**config.mk**
```make
export PLATFORM = sky130hd
export DESIGN_NAME = cnns_mac
export DESIGN_NICKNAME = d
export VERILOG_FILES = /design/src/design/cnns_pkg.sv /design/src/design/cnns_mac.sv
export SDC_FILE = /design/constraint.sdc
export NUM_CORES = 1
export LEC_CHECK = 0
export BUFFER_PORTS_ARGS = -buffer_cell sky130_fd_sc_hd__buf_2
export CAP_MARGIN = 20
export CORE_MARGIN = 1.5
export CORE_UTILIZATION = 30
export DETAILED_ROUTE_END_ITERATION = 7
export GPL_TIMING_DRIVEN = 0
export MAX_ROUTING_LAYER = met4
export PLACE_DENSITY = 0.54
export SYNTH_ARGS = -nofsm -noshare
export SYNTH_HDL_FRONTEND = slang
export SYNTH_SLANG_ARGS = --single-unit
```
**constraint.sdc**
```tcl
create_clock -name clk -period 2.8 [get_ports clk]
set_input_delay 0.56 -clock clk [delete_from_list [all_inputs] [get_ports clk]]
set_output_delay 0.56 -clock clk [all_outputs]
set_load 0.01 [all_outputs]
```
**src/design/cnns_pkg.sv**
```systemverilog
// Shared types, sizes and codes for the cosine nearest neighbor search block.
package cnns_pkg;

	localparam int MAX_ENTRIES = 64;
	localparam int MAX_DIM     = 64;

	localparam int IDX_W  = (MAX_ENTRIES > 1) ? $clog2(MAX_ENTRIES) : 1;
	localparam int CNT_W  = $clog2(MAX_ENTRIES + 1);
	localparam int DIM_W  = (MAX_DIM > 1) ? $clog2(MAX_DIM) : 1;
	localparam int POS_W  = $clog2(MAX_DIM + 2);
	localparam int ADDR_W = IDX_W + DIM_W;

	// A norm is a sum of up to MAX_DIM squares of at most 2^30 each.
	localparam int MAG_W  = 31 + $clog2(MAX_DIM);
	localparam int DOT_W  = MAG_W + 1;
	localparam int PROD_W = 2 * MAG_W;
	localparam int REM_W  = PROD_W + 1;
	localparam int QUO_W  = 31;
	localparam int RAD_W  = 32;
	localparam int SQRT_N = (QUO_W + 1) / 2;
	localparam int STEP_W = $clog2(MAG_W);
	localparam int SCORE_W = 17;

	localparam logic signed [SCORE_W-1:0] SCORE_MIN  = SCORE_W'(-32768);
	localparam logic signed [SCORE_W-1:0] SCORE_CLIP = SCORE_W'(32767);

	typedef enum logic [1:0] {
		OP_ADD   = 2'd0,
		OP_QUERY = 2'd1,
		OP_CLEAR = 2'd2,
		OP_NONE  = 2'd3
	} op_t;

	typedef enum logic [2:0] {
		ST_ADDED   = 3'd0,
		ST_BADLEN  = 3'd1,
		ST_FULL    = 3'd2,
		ST_FOUND   = 3'd3,
		ST_EMPTY   = 3'd4,
		ST_CLEARED = 3'd5
	} status_t;

	typedef enum logic [1:0] {
		ACC_DOT = 2'd0,
		ACC_N1  = 2'd1,
		ACC_N2  = 2'd2
	} acc_sel_t;

	typedef struct packed {
		logic     clr;
		logic     valid;
		acc_sel_t dst;
	} mac_ctrl_t;

	typedef struct packed {
		logic [1:0]         op;
		logic signed [15:0] element_value;
		logic               last;
	} item_t;

	typedef struct packed {
		logic [2:0]         status;
		logic [5:0]         best_entry;
		logic signed [15:0] score;
		logic [6:0]         entry_count;
	} result_t;

	typedef enum logic [3:0] {
		S_IDLE,
		S_LEN,
		S_CHK,
		S_RD,
		S_M0,
		S_M1,
		S_M2,
		S_FLUSH,
		S_CSTART,
		S_COSW,
		S_DONE
	} top_state_t;

	typedef enum logic [2:0] {
		C_IDLE,
		C_MULD,
		C_MULP,
		C_DIV,
		C_SQRT,
		C_DONE
	} cos_state_t;

endpackage

```
**src/design/cnns_mac.sv**
```systemverilog
// Shared multiplier with a registered product and the dot and norm accumulators.
module cnns_mac (
	input  logic                             clk,
	input  logic                             arst_n,
	input  cnns_pkg::mac_ctrl_t              ctrl,
	input  logic signed [15:0]               a,
	input  logic signed [15:0]               b,
	output logic signed [cnns_pkg::DOT_W-1:0] dot,
	output logic [cnns_pkg::MAG_W-1:0]       n1,
	output logic [cnns_pkg::MAG_W-1:0]       n2
);
	import cnns_pkg::*;

	logic signed [31:0]       prod_s1;
	logic                     valid_s1;
	acc_sel_t                 dst_s1;
	logic signed [DOT_W-1:0]  dot_q;
	logic [MAG_W-1:0]         n1_q;
	logic [MAG_W-1:0]         n2_q;

	always_ff @(posedge clk or negedge arst_n) begin
		if (!arst_n) begin
			valid_s1 <= 1'b0;
		end else begin
			valid_s1 <= ctrl.valid;
		end
	end

	always_ff @(posedge clk) begin
		prod_s1 <= 32'(a * b);
		dst_s1  <= ctrl.dst;
	end

	always_ff @(posedge clk) begin
		if (ctrl.clr) begin
			dot_q <= '0;
			n1_q  <= '0;
			n2_q  <= '0;
		end else if (valid_s1) begin
			case (dst_s1)
				ACC_DOT: dot_q <= dot_q + DOT_W'(prod_s1);
				ACC_N1:  n1_q  <= n1_q + MAG_W'($unsigned(prod_s1));
				ACC_N2:  n2_q  <= n2_q + MAG_W'($unsigned(prod_s1));
				default: dot_q <= dot_q;
			endcase
		end
	end

	assign dot = dot_q;
	assign n1  = n1_q;
	assign n2  = n2_q;

endmodule

```
==> flow_summary.json, run 1 <==
{
  "die_area_um2": 67300,
  "die-height_um": 259,
  "critical_path_required_ps": 3130,
  "synth_most_common_cell": "inv_1",
  "worst_path_largest_cell_delay_ps": 560,
  "finClkSkew_ps": 9.34,
  "post-route-min-period_ps": 5870,
  "routed_via_density": 4.96,
  "place.port_buffers": 149,
  "critPathBufInv": 7,
  "layout.filler_cells": 6579,
  "post-route-cell-area_um2": 25800,
  "cts_tree": "yes",
  "io_pins": 150,
  "timing.critical_path.from_type": "input pin",
  "finalNetCount": 3102,
  "area.growth.synth_to_final_pct": 31.0,
  "cpLargestDelayFamily": "adder cells",
  "startpoint": "b[4]",
  "critical_path_peak_fanout": 7,
  "worst_slack_ps": -3070,
  "cp_slowest_cell": "fa_1",
  "grt_pass1_wl_mm": 100,
  "yosysUniqueCellTypes": 74,
  "tritoncts.num_buffers": 17,
  "setup_viol_count_final": 37,
  "initial_utilization_pct": 30.5,
  "worstHoldPathType": "in -> reg",
  "path_cells": "buf_12 -> buf_8 -> and2_1 -> fa_1 -> inv_2 -> fa_2 -> fa_2 -> inv_2 -> fa_2 -> fa_1 -> inv_1 -> fa_1 -> inv_2 -> ha_4 -> nand4_1 -> buf_4 -> nor3_4 -> a41oi_4 -> a21oi_4 -> nor2_4 -> o311ai_4 -> a31o_2 -> a21oi_2 -> xnor2_1",
  "detail_route.wirelength_mm": 65.0,
  "dpl_worst_slack_ps": -4130,
  "fmax_mhz": 170,
  "synth_seq_cells": 147,
  "regToRegStartpoint": "prod_s1[12]$_DFF_P_",
  "worst_skew_pair.late_latency_ps": 460,
  "rrSetupSlack_ps": -150,
  "postPlaceCellArea_um2": 22100,
  "layout_worst_path_cycle_share_pct": 210,
  "synth_top_cells_by_count": "340 x inv_1, 303 x nand2_1, 265 x fa_1, 183 x ha_1, 165 x a21oi_1",
  "first_pass_iters": 5,
  "synth_top_cell_by_area": "fa_1",
  "ys_async_sr_fraction_pct": 0.680,
  "timing_worst_setup_path_type": "in -> reg",
  "cts_buffer_depth": 2,
  "h-tree-depth": 4,
  "min_from": "ctrl[2]",
  "grt_overflow": 0,
  "grt_setup_unrepaired": "yes",
  "outcome": "finished, violations left",
  "slew_headroom_pct": 31.9,
  "final_report_max_slew_violation_count": 0,
  "fin_worst_hold_slack_ps": 211,
  "drt-wirelength-per-cell_um": 18.7,
  "mappedNetlistArea_um2": 19700,
  "synth_seq_area_share_pct": 14.9,
  "failing_checks": "negative setup slack",
  "hold_violations": 0,
  "antenna_violations_before_repair": 0,
  "layout.core_utilization_pct": 39.9,
  "first_global_vias": 17400,
  "clk_sinks": 147,
  "grt_start_max_net_pins": 17,
  "worst-slew-pin-transition_ps": 1020,
  "die_width_um": 259,
  "worstSetupEndpointType": "register",
  "root_driver": "clkbuf_16",
  "synth_warnings": 0,
  "coreArea_um2": 64700,
  "place_hpwl_mm": 51.9,
  "leading_cell_types_by_total_area_after_synthesis": "fa_1 27%, dfxtp_1 15%, ha_1 12%",
  "drt_iter0_drc": 1245,
  "synth_top_area_share_pct": 26.9,
  "layout-drive-gt1-share_pct": 25.8,
  "drcViolationCount": 0,
  "crit_arrival_ps": 6200,
  "average_size_of_a_mapped_cell_um2": 8.50,
  "antenna_violating_nets_post_route": 0,
  "antenna_cells_inserted": 0,
  "netlist_instances": 2322,
  "clk_pin_slew_ps": 60,
  "max_cap_viol_count": 0,
  "number_of_enable_flip_flop_cells_after_synthesis": 0,
  "synth_top_flop_cell": "dfxtp_1",
  "place_congestion": 0.930,
  "synth.net_count": 2808,
  "fp-row-count": 93,
  "global_route.usage.total_pct": 19.7,
  "dr_total_vias": 17300
}
-- cell usage in the layout (no fill, tap or decap), types with 20 or more instances in the layout --
master     count
and2_4        20
inv_1        310
a21oi_2       28
xnor2_1       59
fa_1         239
ha_4          46
ha_1         125
buf_6         34
buf_2        118
clkbuf_1      43
and2_1       112
fa_2          26
nor2_1        69
a21o_1        55
o21ai_0       43
buf_4        109
xor2_1        31
dfxtp_1      115
nand2b_1      21
nand3_1       51
nand2_1      291
inv_2         28
a21oi_1      131
clkbuf_16     39
-- flip-flops by register name (all words and copies together), names as in the netlist --
name and cells:
valid_s1 1, prod_s1 32, dot 38, n2 37, n1 37, dst_s1 2
-- per-stage QoR --
step | setup TNS (ps) | cells
finish | -61000 | 3484
global placement | -93130 | 3326
floorplan | -58000 | 2322
detailed placement | -95860 | 3326
global route | -66490 | 3484
CTS | -58780 | 3443
-- worst register-to-register path: cells and delay by family (launching register included) --
kind | cells | cell delay (ps)
DFF | 1 | 400
adders and majority gates | 1 | 320
muxes | 1 | 310
AOI/OAI and AO/OA | 8 | 1820
-- cell families after synthesis --
logic type | Yosys count | synth area share, %
xor gates and xnor gates | 93 | 4.13
muxes | 10 | 0.552
adders and majority gates | 448 | 38.5
and+or+nand+nor | 727 | 18.1
AOI/OAI and AO/OA | 475 | 15.7
DFF | 147 | 14.9
buffers and inverters | 422 | 8.03
-- cell type report --
| class | instances | area, um2 | area share (%) |
|---|---|---|---|
| multi-input cells | 1753 | 16900 | 65.5 |
| flip-flops and latches | 147 | 3020 | 11.7 |
| repair buffers | 279 | 2110 | 8.17 |
| inverters | 341 | 1290 | 5.01 |
| well taps | 855 | 1070 | 4.14 |
| plain buffers | 77 | 852 | 3.30 |
| clock buffers | 17 | 425 | 1.65 |
| clock inverters | 15 | 136 | 0.528 |
-- final timing paths --
path / end / cells after the start
worst max-delay path: prod_s1[31]$_DFF_P_ / 24
worst min-delay path: valid_s1$_DFF_PN0_ / 1
worst max register to register: n2[33]$_SDFFE_PP0P_ / 10
worst min register to register: dot[4]$_SDFFE_PP0P_ / 2
max in group asynchronous: valid_s1$_DFF_PN0_ / 2
min in group asynchronous: valid_s1$_DFF_PN0_ / 2
-- repair_timing --
action                                  4_1_cts  5_1_grt
gates cloned                                  1        0
endpoints found under the hold margin         1        0
endpoints found under the setup margin       84       77
resized for setup                           317      203
pin swaps                                   137      124
setup buffers                                85       49
hold buffers                                  1        0
-- routing by layer --
layer	global-route usage [%]	routed length [um]	vias to the layer above
li1	-	-	8296
met1	25.5	29800	8489
met2	32.5	31100	425
met3	2.09	2730	77
met4	5.70	1420	0
met5	-	0	-
Power of run 1 is not shown: default switching activity piles up to over one toggle a cycle in this logic, so the estimate is an artifact.
==> run 2: changes to the inputs <==
==> config.mk (replaced) <==
export PLATFORM = sky130hd
export DESIGN_NAME = cnns_mac
export DESIGN_NICKNAME = d
export VERILOG_FILES = /design/src/design/cnns_pkg.sv /design/src/design/cnns_mac.sv
export SDC_FILE = /design/constraint.sdc
export NUM_CORES = 1
export LEC_CHECK = 0
export CAP_MARGIN = 20
export CORE_MARGIN = 1.5
export CORE_UTILIZATION = 42
export DETAILED_ROUTE_END_ITERATION = 7
export DONT_BUFFER_PORTS = 1
export GPL_TIMING_DRIVEN = 0
export MAX_ROUTING_LAYER = met4
export PLACE_DENSITY = 0.66
export SYNTH_ARGS = -nofsm -noshare
export SYNTH_HDL_FRONTEND = slang
export SYNTH_SLANG_ARGS = --single-unit
==> flow_summary.json, run 2 (synthesis results as in run 1) <==
{
  "die_width_um": 220,
  "clk_pin_slew_ps": 60,
  "worst-slew-pin-transition_ps": 970,
  "cts_tree": "yes",
  "fmax_mhz": 175,
  "post-route-cell-area_um2": 23900,
  "grt_start_max_net_pins": 17,
  "grt_overflow": 0,
  "hold_violations": 0,
  "layout-drive-gt1-share_pct": 20.0,
  "timing.critical_path.from_type": "input pin",
  "die-height_um": 220,
  "critical_path_required_ps": 3140,
  "dr_total_vias": 16700,
  "timing_worst_setup_path_type": "in -> reg",
  "layout.filler_cells": 4282,
  "critical_path_peak_fanout": 10,
  "final.setup.tns_ps": -55750,
  "clk_sinks": 147,
  "worstHoldPathType": "in -> reg",
  "routed_via_density": 5.49,
  "global_route.usage.total_pct": 25.7,
  "setup_viol_count_final": 36,
  "mostFrequentLayoutCell": "inv_1",
  "drcViolationCount": 0,
  "drt-wirelength-per-cell_um": 19.9,
  "antenna_violating_nets_post_route": 0,
  "largest_register_ffs": 38,
  "failing_checks": "negative setup slack",
  "worstSetupEndpointType": "register",
  "coreArea_um2": 46500,
  "first_global_vias": 17000,
  "root_driver": "clkbuf_16",
  "grt_pass1_wl_mm": 93.4,
  "first_pass_iters": 6,
  "outcome": "finished, violations left",
  "final_report_max_slew_violation_count": 0,
  "die_area_um2": 48300,
  "detail_route.wirelength_mm": 60.4,
  "drt_iter0_drc": 1055,
  "place.port_buffers": 0,
  "max_cap_viol_count": 0,
  "tritoncts.num_buffers": 17,
  "most-common-layout-cells": "318 x inv_1, 292 x nand2_1, 246 x fa_1",
  "area.growth.synth_to_final_pct": 21.1,
  "worst_slack_ps": -2910,
  "finalNonFillerCells": 3036,
  "place_hpwl_mm": 48.0,
  "place_congestion": 0.942,
  "cts_buffer_depth": 2,
  "worst_skew_pair.late_latency_ps": 460,
  "layout_worst_path_cycle_share_pct": 204,
  "h-tree-depth": 4,
  "io_pins": 150,
  "crit_arrival_ps": 6060,
  "post-place-cells": 2929,
  "fp-row-count": 79,
  "grt_setup_unrepaired": "yes",
  "antenna_violations_before_repair": 1,
  "postPlaceCellArea_um2": 21000,
  "post-route-min-period_ps": 5710,
  "initial_utilization_pct": 42.5,
  "slew_headroom_pct": 35.3,
  "finalNetCount": 2900,
  "finClkSkew_ps": 11.7
}
run 2: critical path, cell delays in order:
cell	delay, ps
clkbuf_8	160
and2_4	150
fa_1	530
inv_1	60
fa_2	440
fa_1	460
fa_1	510
inv_1	50
fa_1	520
inv_1	50
fa_1	490
inv_2	50
ha_4	250
nand4_1	240
buf_4	240
nor3_4	110
a41oi_2	180
a21oi_2	280
nor2_4	80
o311ai_4	250
a31o_2	200
a21oi_2	60
xnor2_1	110
run 2: layout make-up:
type,instances,area [um2],area share (%)
buffer,76,668,2.80
multi-input combinational,1753,16800,70.4
clock buffer,17,425,1.78
timing repair buffer,78,678,2.84
clock inverter,15,171,0.717
inverter,341,1280,5.36
sequential,147,3080,12.9
tap,607,759,3.18
antenna,2,5.00,0.0209
run 2: timing repair:
item / CTS / global route
pin swaps: 109 / 112
hold buffers: 1 / 0
resized for setup: 221 / 193
setup buffers: 41 / 37
hold endpoints to repair: 1 / 0
gates cloned: 1 / 1
setup endpoints to repair: 82 / 81
run 2: per-layer routing:
layer / global-route usage [%] / vias up / routed length, um
li1: - / 7909 / -
met5: - / - / 0
met4: 8.50 / 0 / 1780
met1: 31.6 / 8160 / 26100
met3: 4.55 / 89 / 3820
met2: 42.6 / 517 / 28700
run 2: worst paths after layout:
path                                       from                   end  slack, ps  cells after the start
min in group asynchronous                arst_n    valid_s1$_DFF_PN0_        310                      1
max in group asynchronous                arst_n    valid_s1$_DFF_PN0_       2390                      1
hold reg to reg            dot[10]$_SDFFE_PP0P_  dot[10]$_SDFFE_PP0P_        490                      2
setup reg to reg             n2[4]$_SDFFE_PP0P_   n2[31]$_SDFFE_PP0P_       -140                     10
hold / removal                          ctrl[0]     dst_s1[0]$_DFF_P_        130                      0
setup / recovery                           b[5]   prod_s1[31]$_DFF_P_      -2910                     23
run 2: metrics by stage:
stage          worst slack [ps]  utilization [%]  hold WS [ps]
2_1_floorplan             -3020                -           264
3_3_place_gp              -3760             45.3           264
3_5_place_dp              -3820             45.3           264
4_1_cts                   -2880             49.2           108
5_1_grt                   -3070             51.4           111
6_report                  -2910             51.4           126
Power of run 2 is left out for the same reason.
