## src/design/cnns_pkg.sv

```systemverilog
// Shared types, sizes and codes for the cosine nearest neighbor search block.
package cnns_pkg;

	localparam int MAX_ENTRIES = 64;
	localparam int MAX_DIM     = 64;

	localparam int IDX_W  = (MAX_ENTRIES > 1) ? $clog2(MAX_ENTRIES) : 1;
	localparam int CNT_W  = $clog2(MAX_ENTRIES + 1);
	localparam int DIM_W  = (MAX_DIM > 1) ? $clog2(MAX_DIM) : 1;
	localparam int POS_W  = $clog2(MAX_DIM + 2);
	localparam int ADDR_W = IDX_W + DIM_W;

	// A norm is a sum of up to MAX_DIM squares of at most 2^30 each.
	localparam int MAG_W  = 31 + $clog2(MAX_DIM);
	localparam int DOT_W  = MAG_W + 1;
	localparam int PROD_W = 2 * MAG_W;
	localparam int REM_W  = PROD_W + 1;
	localparam int QUO_W  = 31;
	localparam int RAD_W  = 32;
	localparam int SQRT_N = (QUO_W + 1) / 2;
	localparam int STEP_W = $clog2(MAG_W);
	localparam int SCORE_W = 17;

	localparam logic signed [SCORE_W-1:0] SCORE_MIN  = SCORE_W'(-32768);
	localparam logic signed [SCORE_W-1:0] SCORE_CLIP = SCORE_W'(32767);

	typedef enum logic [1:0] {
		OP_ADD   = 2'd0,
		OP_QUERY = 2'd1,
		OP_CLEAR = 2'd2,
		OP_NONE  = 2'd3
	} op_t;

	typedef enum logic [2:0] {
		ST_ADDED   = 3'd0,
		ST_BADLEN  = 3'd1,
		ST_FULL    = 3'd2,
		ST_FOUND   = 3'd3,
		ST_EMPTY   = 3'd4,
		ST_CLEARED = 3'd5
	} status_t;

	typedef enum logic [1:0] {
		ACC_DOT = 2'd0,
		ACC_N1  = 2'd1,
		ACC_N2  = 2'd2
	} acc_sel_t;

	typedef struct packed {
		logic     clr;
		logic     valid;
		acc_sel_t dst;
	} mac_ctrl_t;

	typedef struct packed {
		logic [1:0]         op;
		logic signed [15:0] element_value;
		logic               last;
	} item_t;

	typedef struct packed {
		logic [2:0]         status;
		logic [5:0]         best_entry;
		logic signed [15:0] score;
		logic [6:0]         entry_count;
	} result_t;

	typedef enum logic [3:0] {
		S_IDLE,
		S_LEN,
		S_CHK,
		S_RD,
		S_M0,
		S_M1,
		S_M2,
		S_FLUSH,
		S_CSTART,
		S_COSW,
		S_DONE
	} top_state_t;

	typedef enum logic [2:0] {
		C_IDLE,
		C_MULD,
		C_MULP,
		C_DIV,
		C_SQRT,
		C_DONE
	} cos_state_t;

endpackage

```

## src/design/cnns_cos.sv

```systemverilog
// Iterative cosine score unit: serial multiplies, restoring division and bitwise square root.
module cnns_cos (
	input  logic                                clk,
	input  logic                                arst_n,
	input  logic                                start,
	input  logic signed [cnns_pkg::DOT_W-1:0]   dot,
	input  logic [cnns_pkg::MAG_W-1:0]          n1,
	input  logic [cnns_pkg::MAG_W-1:0]          n2,
	output logic                                done,
	output logic signed [cnns_pkg::SCORE_W-1:0] score
);
	import cnns_pkg::*;

	cos_state_t state_q, state_d;

	logic [PROD_W-1:0] mcand_q;
	logic [MAG_W-1:0]  mplier_q;
	logic [PROD_W-1:0] acc_q;
	logic [PROD_W-1:0] d_q;
	logic [PROD_W-1:0] p_q;
	logic [REM_W-1:0]  rem_q;
	logic [QUO_W-1:0]  quo_q;
	logic [RAD_W-1:0]  op_q;
	logic [RAD_W-1:0]  res_q;
	logic [RAD_W-1:0]  one_q;
	logic [STEP_W-1:0] step_q;
	logic              neg_q;

	logic signed [DOT_W-1:0] dot_abs;
	logic [PROD_W-1:0]       acc_nx;
	logic                    rem_ge;
	logic [REM_W-1:0]        rem_nx;
	logic [QUO_W-1:0]        quo_nx;
	logic [RAD_W-1:0]        trial;
	logic                    mul_end;
	logic                    div_end;
	logic                    sqrt_end;
	logic                    zero_norm;

	always_comb begin
		dot_abs   = (dot < 0) ? -dot : dot;
		acc_nx    = mplier_q[0] ? (acc_q + mcand_q) : acc_q;
		rem_ge    = rem_q >= {1'b0, p_q};
		rem_nx    = rem_ge ? (rem_q - {1'b0, p_q}) : rem_q;
		quo_nx    = {quo_q[QUO_W-2:0], rem_ge};
		trial     = res_q + one_q;
		mul_end   = step_q == STEP_W'(MAG_W - 1);
		div_end   = step_q == STEP_W'(QUO_W - 1);
		sqrt_end  = step_q == STEP_W'(SQRT_N - 1);
		zero_norm = (n1 == '0) || (n2 == '0);
	end

	always_ff @(posedge clk or negedge arst_n) begin
		if (!arst_n) begin
			state_q <= C_IDLE;
		end else begin
			state_q <= state_d;
		end
	end

	always_comb begin
		state_d = state_q;
		done    = 1'b0;
		case (state_q)
			C_IDLE: begin
				if (start) begin
					state_d = zero_norm ? C_DONE : C_MULD;
				end
			end
			C_MULD: begin
				if (mul_end) begin
					state_d = C_MULP;
				end
			end
			C_MULP: begin
				if (mul_end) begin
					state_d = C_DIV;
				end
			end
			C_DIV: begin
				if (div_end) begin
					state_d = C_SQRT;
				end
			end
			C_SQRT: begin
				if (sqrt_end) begin
					state_d = C_DONE;
				end
			end
			C_DONE: begin
				done    = 1'b1;
				state_d = C_IDLE;
			end
			default: state_d = C_IDLE;
		endcase
	end

	// The norms and the dot product are held steady by the caller until done.
	always_ff @(posedge clk) begin
		case (state_q)
			C_IDLE: begin
				neg_q    <= dot < 0;
				mcand_q  <= PROD_W'(dot_abs[MAG_W-1:0]);
				mplier_q <= dot_abs[MAG_W-1:0];
				acc_q    <= '0;
				step_q   <= '0;
				res_q    <= '0;
			end
			C_MULD: begin
				acc_q    <= acc_nx;
				mcand_q  <= mcand_q << 1;
				mplier_q <= mplier_q >> 1;
				step_q   <= step_q + STEP_W'(1);
				if (mul_end) begin
					d_q      <= acc_nx;
					acc_q    <= '0;
					mcand_q  <= PROD_W'(n1);
					mplier_q <= n2;
					step_q   <= '0;
				end
			end
			C_MULP: begin
				acc_q    <= acc_nx;
				mcand_q  <= mcand_q << 1;
				mplier_q <= mplier_q >> 1;
				step_q   <= step_q + STEP_W'(1);
				if (mul_end) begin
					p_q    <= acc_nx;
					rem_q  <= REM_W'(d_q);
					quo_q  <= '0;
					step_q <= '0;
				end
			end
			C_DIV: begin
				rem_q  <= rem_nx << 1;
				quo_q  <= quo_nx;
				step_q <= step_q + STEP_W'(1);
				if (div_end) begin
					op_q   <= RAD_W'(quo_nx);
					res_q  <= '0;
					one_q  <= RAD_W'(1) << (QUO_W - 1);
					step_q <= '0;
				end
			end
			C_SQRT: begin
				if (op_q >= trial) begin
					op_q  <= op_q - trial;
					res_q <= (res_q >> 1) + one_q;
				end else begin
					res_q <= res_q >> 1;
				end
				one_q  <= one_q >> 2;
				step_q <= step_q + STEP_W'(1);
			end
			default: step_q <= step_q;
		endcase
	end

	assign score = neg_q ? -$signed(SCORE_W'(res_q)) : $signed(SCORE_W'(res_q));

endmodule

```

## config.mk

```make
export PLATFORM = sky130hd
export DESIGN_NAME = cnns_cos
export DESIGN_NICKNAME = d
export VERILOG_FILES = /design/src/design/cnns_pkg.sv /design/src/design/cnns_cos.sv
export SDC_FILE = /design/constraint.sdc
export NUM_CORES = 1
export LEC_CHECK = 0
export BUFFER_PORTS_ARGS = -buffer_cell sky130_fd_sc_hd__buf_2
export CORE_ASPECT_RATIO = 1.5
export CORE_MARGIN = 8
export CORE_UTILIZATION = 57
export DETAILED_ROUTE_END_ITERATION = 16
export PLACE_DENSITY = 0.77
export RECOVER_POWER = 25
export SLEW_MARGIN = 20
export SYNTH_ARGS = -nofsm -noshare
export SYNTH_HDL_FRONTEND = slang
export SYNTH_SLANG_ARGS = --single-unit
```

## constraint.sdc

```tcl
create_clock -name clk -period 11.17 [get_ports clk]
set_clock_uncertainty 0.05 [all_clocks]
set_input_delay 1.117 -clock clk [delete_from_list [all_inputs] [get_ports clk]]
set_output_delay 1.117 -clock clk [all_outputs]
set_load 0.05 [all_outputs]
```

==> results of run 1 <==
==> final timing paths <==
kind,endpoint,startpoint,slack (ns)
min in group clk,rem_q[37],d_q[37],0.47
hold / removal,state_q[2],arst_n,0.25
max in group asynchronous,state_q[0],arst_n,10.65
hold reg to reg,rem_q[37],d_q[37],0.47
setup reg to reg,mcand_q[6],state_q[2],2.93
setup / recovery,mcand_q[6],state_q[2],2.93
==> power breakdown <==
part / switching, uW / internal, uW
clock network: 786 / 961
logic: 1900 / 1170
registers: 264 / 2660
==> registers in the layout, indices dropped and copies added, names as in the netlist <==
| register | cells |
|---|---|
| state_q | 3 |
| mplier_q | 37 |
| d_q | 74 |
| quo_q | 30 |
| mcand_q | 74 |
| one_q | 16 |
| step_q | 6 |
| op_q | 32 |
| rem_q | 75 |
| res_q | 32 |
| neg_q | 1 |
| acc_q | 74 |
| p_q | 74 |
==> cell type report <==
type                            count  area share [%]
Clock inverter                     30           0.804
Antenna cell                        1         0.00659
Multi-Input combinational cell   2641            47.7
Inverter                          142            1.40
Tap cell                          791            2.61
Sequential cell                   528            41.7
Clock buffer                       62            3.55
Timing Repair Buffer              155            2.22
==> critical path: cells and delay by family (launching register included) <==
family,cells,cell delay (ns)
buffers and inverters,2,6.33
DFF,1,0.50
AOI/OAI and AO/OA,1,0.25
==> synthesized netlist by cell type (4+ instances only) <==
cell type  instances
o22ai_1            5
mux2_2            65
xor2_1           133
and4_1             9
nor3b_1            7
or3_1             18
a2bb2oi_1          4
a41oi_1            6
mux2i_1           70
o31ai_1           36
or4_1              9
nor3_1            59
clkbuf_1         148
nor2b_1           25
nand2_1          323
and3_1            28
nor4_1            29
edfxtp_1         525
a211oi_1          32
nand4_1           58
o211a_1            6
o41ai_1            9
inv_1            140
a21oi_1          238
nand2b_1          23
xnor2_1          134
a41o_1             4
a221oi_1          10
a221o_1           71
ha_1             218
buf_2             12
o21a_1            34
a31oi_1           44
o21bai_1          54
a31o_2            10
o211ai_1          11
nand3_1           47
a21o_1           110
or2_2             11
o31a_1             5
and2_1           147
nor2_1           226
o21ai_0          252
a21boi_0          13
==> kinds of logic after synthesis <==
logic type | share of synthesized area [%]
muxes | 4.09
xor gates and xnor gates | 6.67
buffers and inverters | 3.34
and+or+nand+nor | 14.3
AOI/OAI and AO/OA | 18.5
adders and majority gates | 7.95
DFF | 45.2
==> stage by stage <==
step,total power [uW],setup slack (ns),hold slack (ns)
6_report,7740,2.93,0.246
5_1_grt,8160,2.59,0.232
4_1_cts,7720,4.28,0.204
3_5_place_dp,5960,4.33,0.458
3_3_place_gp,5910,4.53,0.453
2_1_floorplan,5150,0.729,0.446
==> metal layers <==
metal,up-vias,wire length (um)
li1,13100,-
met4,2,4900
met1,12900,34900
met5,-,12
met2,913,43900
met3,244,4650
==> impl_metrics.json, run 1 <==
{
  "worst_setup_hold_path_clk_slew_ns": 0.07,
  "violations": "capacitance limit, slew limit",
  "cts-htree-levels": 2,
  "fp.coreArea_um2": 61000,
  "crit_type": "flop to flop",
  "fin_setup_tns_ns": 0,
  "timing_worst_slew_pin_value_ns": 8.48,
  "met1_usage_pct": 29.6,
  "number_of_vias_per_cell_after_detailed_routing": 6.24,
  "numCtsBuffers": 50,
  "layer_carrying_the_most_global_route_usage": "met2",
  "drc": 0,
  "max-clock-path-buffers": 3,
  "place_inst": 4256,
  "ff_latch_area_um2": 15800,
  "multi_input_gate_area_um2": 18100,
  "grt_first_pass_wirelength_mm": 141,
  "critPathArrivalTime_ns": 8.17,
  "clock_insertion_delay_worst_skew_ns": 0.63,
  "gr-total-overflow": 0,
  "initial_antenna_violation_count": 1,
  "use_met2_pct": 43.1,
  "fin_crit_ns": 8.24,
  "clockRootBuffer": "clkbuf_16",
  "global_route.usage.total_pct": 24.8,
  "grt_setup_unrepaired": "false",
  "fill_cells": 4983,
  "grt_max_degree": 186,
  "detailed_place.area_um2": 36300,
  "globalplace.congestion": 0.939,
  "final_design_area_no_fill_um2": 38000,
  "worst_setup_path_end_kind": "flop",
  "cts_hold_buffers": 0,
  "post_detailed_routing_wire_length_mm": 88.4,
  "final_max_slew_viol_count": 346,
  "drive_above_1_share_pct": 9.30,
  "cellLeakagePower_uw": 0.0158,
  "critical_path_cell_sequence": "clkbuf_1, a21oi_4, dlymetal6s4s_1",
  "postSynthRegisterBits": 528,
  "ff2ff_path_depth": 3,
  "vdd_drop_max_mv": 0.133,
  "layout.core_utilization_pct": 62.3,
  "worst_hold_path_type": "input pin to async pin",
  "power.density_nw_per_um2": 204,
  "placementRows": 111,
  "most-common-layout-cells": "edfxtp_1 (525), nand2_1 (323), o21ai_0 (249)",
  "slowest_delay_ns": 5.82,
  "drt_first_pass_iters": 6,
  "final_hold_viol_count": 0,
  "outcome": "finished, violations left",
  "ant_nets": 0,
  "cts_resized": 0,
  "mostFrequentLayoutCell": "edfxtp_1",
  "slowest_stage": "dlymetal6s4s_1",
  "routed_wire_length_per_instance_um": 20.3,
  "die_ar_um2": 69800,
  "design.final.nets": 3854,
  "synth_ff_type": "edfxtp_1",
  "final_cell_count_no_fill": 4350,
  "worst_slew_margin_rel_pct": -466,
  "cts.repair_timing.setup_buffer_count": 0,
  "start_kind": "flop",
  "port-buffer-count": 132,
  "ioPinCount": 133,
  "syn-cell-area_um2": 35000,
  "synthesis.area_per_instance_um2": 10.1,
  "share_of_synthesized_area_occupied_by_flip_flops_and_latches_pct": 45.2,
  "timing.max_cap.violations": 5,
  "crit_path_max_fanout": 185,
  "final-setup-viol-count": 0,
  "synth_top_cells_by_area": "edfxtp_1 (45%), ha_1 (7.8%), o21ai_0 (3.6%)",
  "tritoncts": "built",
  "synth_enable_flop_cells": 525,
  "cts.sink_count": 528,
  "fmax_ghz": 0.121,
  "die_width_um": 218,
  "routed-via-count": 27200,
  "netlist.area_leader.share_pct": 45.0,
  "start_util_pct": 57.5,
  "netlist.top_cell.by_area": "edfxtp_1",
  "library_cells_used_by_synthesis": 73,
  "yosysWarnings": 0,
  "flow.area_growth_from_synthesis_pct": 8.38,
  "synth_nets": 3811,
  "initialDrtViolationCount": 2113,
  "syn-instance-count": 3475,
  "place_hpwl_mm": 66.1,
  "post_route_fraction_of_the_period_consumed_by_the_critical_path_pct": 73.8,
  "via_count_of_the_first_global_routing_pass": 27000,
  "worst_ep_required_time_ns": 11.10,
  "grt_use_met3_pct": 3.11,
  "die_outline_height_um": 320,
  "fraction_of_registers_with_async_set_reset_pct": 0.568
}
No activity file was read; power rests on OpenSTA's default activity.
==> inputs of run 2 (changes only) <==
- clock period: 11.17 -> 7.21 ns (I/O delays scaled with it)
==> impl_metrics.json, run 2 (synthesis gave the netlist of run 1 again) <==
{
  "outcome": "finished, violations left",
  "violations": "capacitance limit, slew limit",
  "clock_insertion_delay_worst_skew_ns": 0.63,
  "start_kind": "flop",
  "portion_of_total_power_attributed_to_combinational_logic_pct": 39.7,
  "ioPinCount": 133,
  "ff_latch_area_um2": 15800,
  "worst_slew_margin_rel_pct": -193,
  "initial_antenna_violation_count": 0,
  "numCtsBuffers": 50,
  "clockRootBuffer": "clkbuf_16",
  "power.internal_uw": 7400,
  "maxUsedRoutingLayer": "met4",
  "via_count_of_the_first_global_routing_pass": 26800,
  "final-setup-viol-count": 0,
  "met1_routed_length_mm": 35.5,
  "flow.area_growth_from_synthesis_pct": 8.30,
  "vdd_drop_max_mv": 0.212,
  "power.density_nw_per_um2": 316,
  "most-common-layout-cells": "edfxtp_1 (525), nand2_1 (323), o21ai_0 (249)",
  "start_util_pct": 57.5,
  "cts-htree-levels": 2,
  "crit_type": "flop to flop",
  "timing_worst_slew_pin_value_ns": 4.39,
  "ant_nets": 0,
  "mostFrequentLayoutCell": "edfxtp_1",
  "final_hold_viol_count": 0,
  "critPathArrivalTime_ns": 6.57,
  "n_antenna_cell": 0,
  "timing.max_cap.violations": 7,
  "cellLeakagePower_uw": 0.0157,
  "grt_max_degree": 149,
  "cts.sink_count": 528,
  "cts.repair_timing.setup_buffer_count": 0,
  "power.switching_uw": 4580,
  "placementRows": 111,
  "port-buffer-count": 132,
  "grt_setup_unrepaired": "false",
  "fp.coreArea_um2": 61000,
  "global_route.usage.total_pct": 25.0,
  "detailroute.wirelength.met2_mm": 44.4,
  "worst_setup_hold_path_clk_slew_ns": 0.07,
  "hold_start": "n1[0]",
  "crit_start": "res_q[2]",
  "largest_register_ff_count": 75,
  "final_cell_count_no_fill": 4351,
  "drc": 0,
  "switching_share_of_power_pct": 38.2,
  "multi_input_gate_area_um2": 18100,
  "fin_setup_tns_ns": 0,
  "crit_path_max_fanout": 23,
  "number_of_vias_per_cell_after_detailed_routing": 6.21,
  "place_hpwl_mm": 67.0,
  "globalplace.congestion": 0.909,
  "worst_ep_required_time_ns": 7.49,
  "post_route_fraction_of_the_period_consumed_by_the_critical_path_pct": 87.2,
  "power.sequential.fraction_pct": 37.8,
  "post_detailed_routing_wire_length_mm": 89.2,
  "final_max_slew_viol_count": 418,
  "design.final.nets": 3857,
  "crit-reg2reg-launch": "res_q[2]",
  "drt_first_pass_iters": 8,
  "fill_cells": 5028,
  "worst_hold_path_type": "input pin to flop",
  "gr-total-overflow": 0,
  "max_flop_register": "rem_q",
  "fmax_ghz": 0.159,
  "die_ar_um2": 69800,
  "drive_above_1_share_pct": 9.04,
  "grt_first_pass_wirelength_mm": 141,
  "routed_wire_length_per_instance_um": 20.5,
  "worst_setup_path_end_kind": "flop",
  "place_inst": 4259,
  "routed-via-count": 27000,
  "layout.core_utilization_pct": 62.2,
  "met3_wirelength_mm": 4.41,
  "p_clk_share_pct": 22.5,
  "die_width_um": 218,
  "fin_crit_ns": 6.29,
  "die_outline_height_um": 320,
  "max-clock-path-buffers": 3,
  "initialDrtViolationCount": 2156,
  "tritoncts": "built"
}
[run 2: changes by cell type in the layout (fill, tap and decap cells not counted), moves of 2 or more]
cell        before  now
clkinv_8         0    2
mux2_2          62   60
and2_1         128  130
clkbuf_1        14   17
clkinv_1         5   10
and2_0          20   18
clkbuf_8         3    0
clkinvlp_4       8    6
mux2_1           3    5
clkinv_2         7    5
[run 2: per-layer routing]
| metal | global-route usage (%) | up-vias |
|---|---|---|
| met1 | 29.7 | 12900 |
| met3 | 3.17 | 246 |
| met5 | 0 | - |
| met2 | 43.7 | 826 |
| li1 | - | 13100 |
| met4 | 12.7 | 0 |
[run 2: worst paths after layout]
check | end | slack (ns) | depth (start not counted)
max in group asynchronous | state_q[0] | 6.48 | 2
min in group asynchronous | state_q[1] | 0.47 | 2
worst max register to register | res_q[15] | 0.92 | 25
worst min register to register | rem_q[49] | 0.47 | 2
worst min-delay path | mcand_q[0] | 0.37 | 2
worst max-delay path | res_q[15] | 0.92 | 25
[run 2: through the flow]
stage / hold slack (ns) / area (um2) / worst slack [ns] / power (uW)
2_1_floorplan: 0.375 / 35100 / 0.586 / 7980
3_3_place_gp: 0.452 / 36400 / 1.06 / 9200
3_5_place_dp: 0.458 / 36400 / 0.930 / 9260
4_1_cts: 0.334 / 38000 / 0.891 / 12000
5_1_grt: 0.354 / 38000 / 0.462 / 12600
6_report: 0.367 / 38000 / 0.924 / 12000
[run 2: layout make-up]
type                            instances  share of cell area (%)
Sequential cell                       528                    41.7
Tap cell                              791                    2.61
Inverter                              142                    1.40
Timing Repair Buffer                  158                    2.21
Clock buffer                           58                    3.43
Multi-Input combinational cell       2641                    47.7
Clock inverter                         33                   0.893
[run 2: power groups by stage]
stage	Clock [uW]	Sequential [uW]	Combinational, uW
floorplan	0	4370	3610
global placement	0	4560	4630
detailed placement	0	4560	4700
CTS	2730	4520	4740
global route	2830	4580	5220
finish	2700	4530	4760
[run 2: critical path: stages, from the launching register on]
cell and delay, ns:
edfxtp_1 0.52, ha_1 0.39, a31oi_1 0.28, o21bai_1 0.16, a31oi_1 0.28, o21bai_1 0.16
a31oi_1 0.43, o221ai_1 0.24, a21oi_1 0.26, nor2_1 0.11, o21ai_0 0.28, xor2_1 0.18
ha_1 0.28, a21o_1 0.18, a21o_1 0.17, a21oi_1 0.18, o21ai_0 0.11, a21o_1 0.18
a21oi_1 0.22, nor4bb_1 0.36, buf_4 0.21, a21oi_4 0.16, buf_4 0.26, o21ai_0 0.12
xor2_1 0.18, nor2_1 0.06
[run 2: repair_timing]
action | in CTS | in global routing
gates resized for setup | 0 | 0
hold endpoints to repair | 3 | 0
hold buffers | 1 | 0
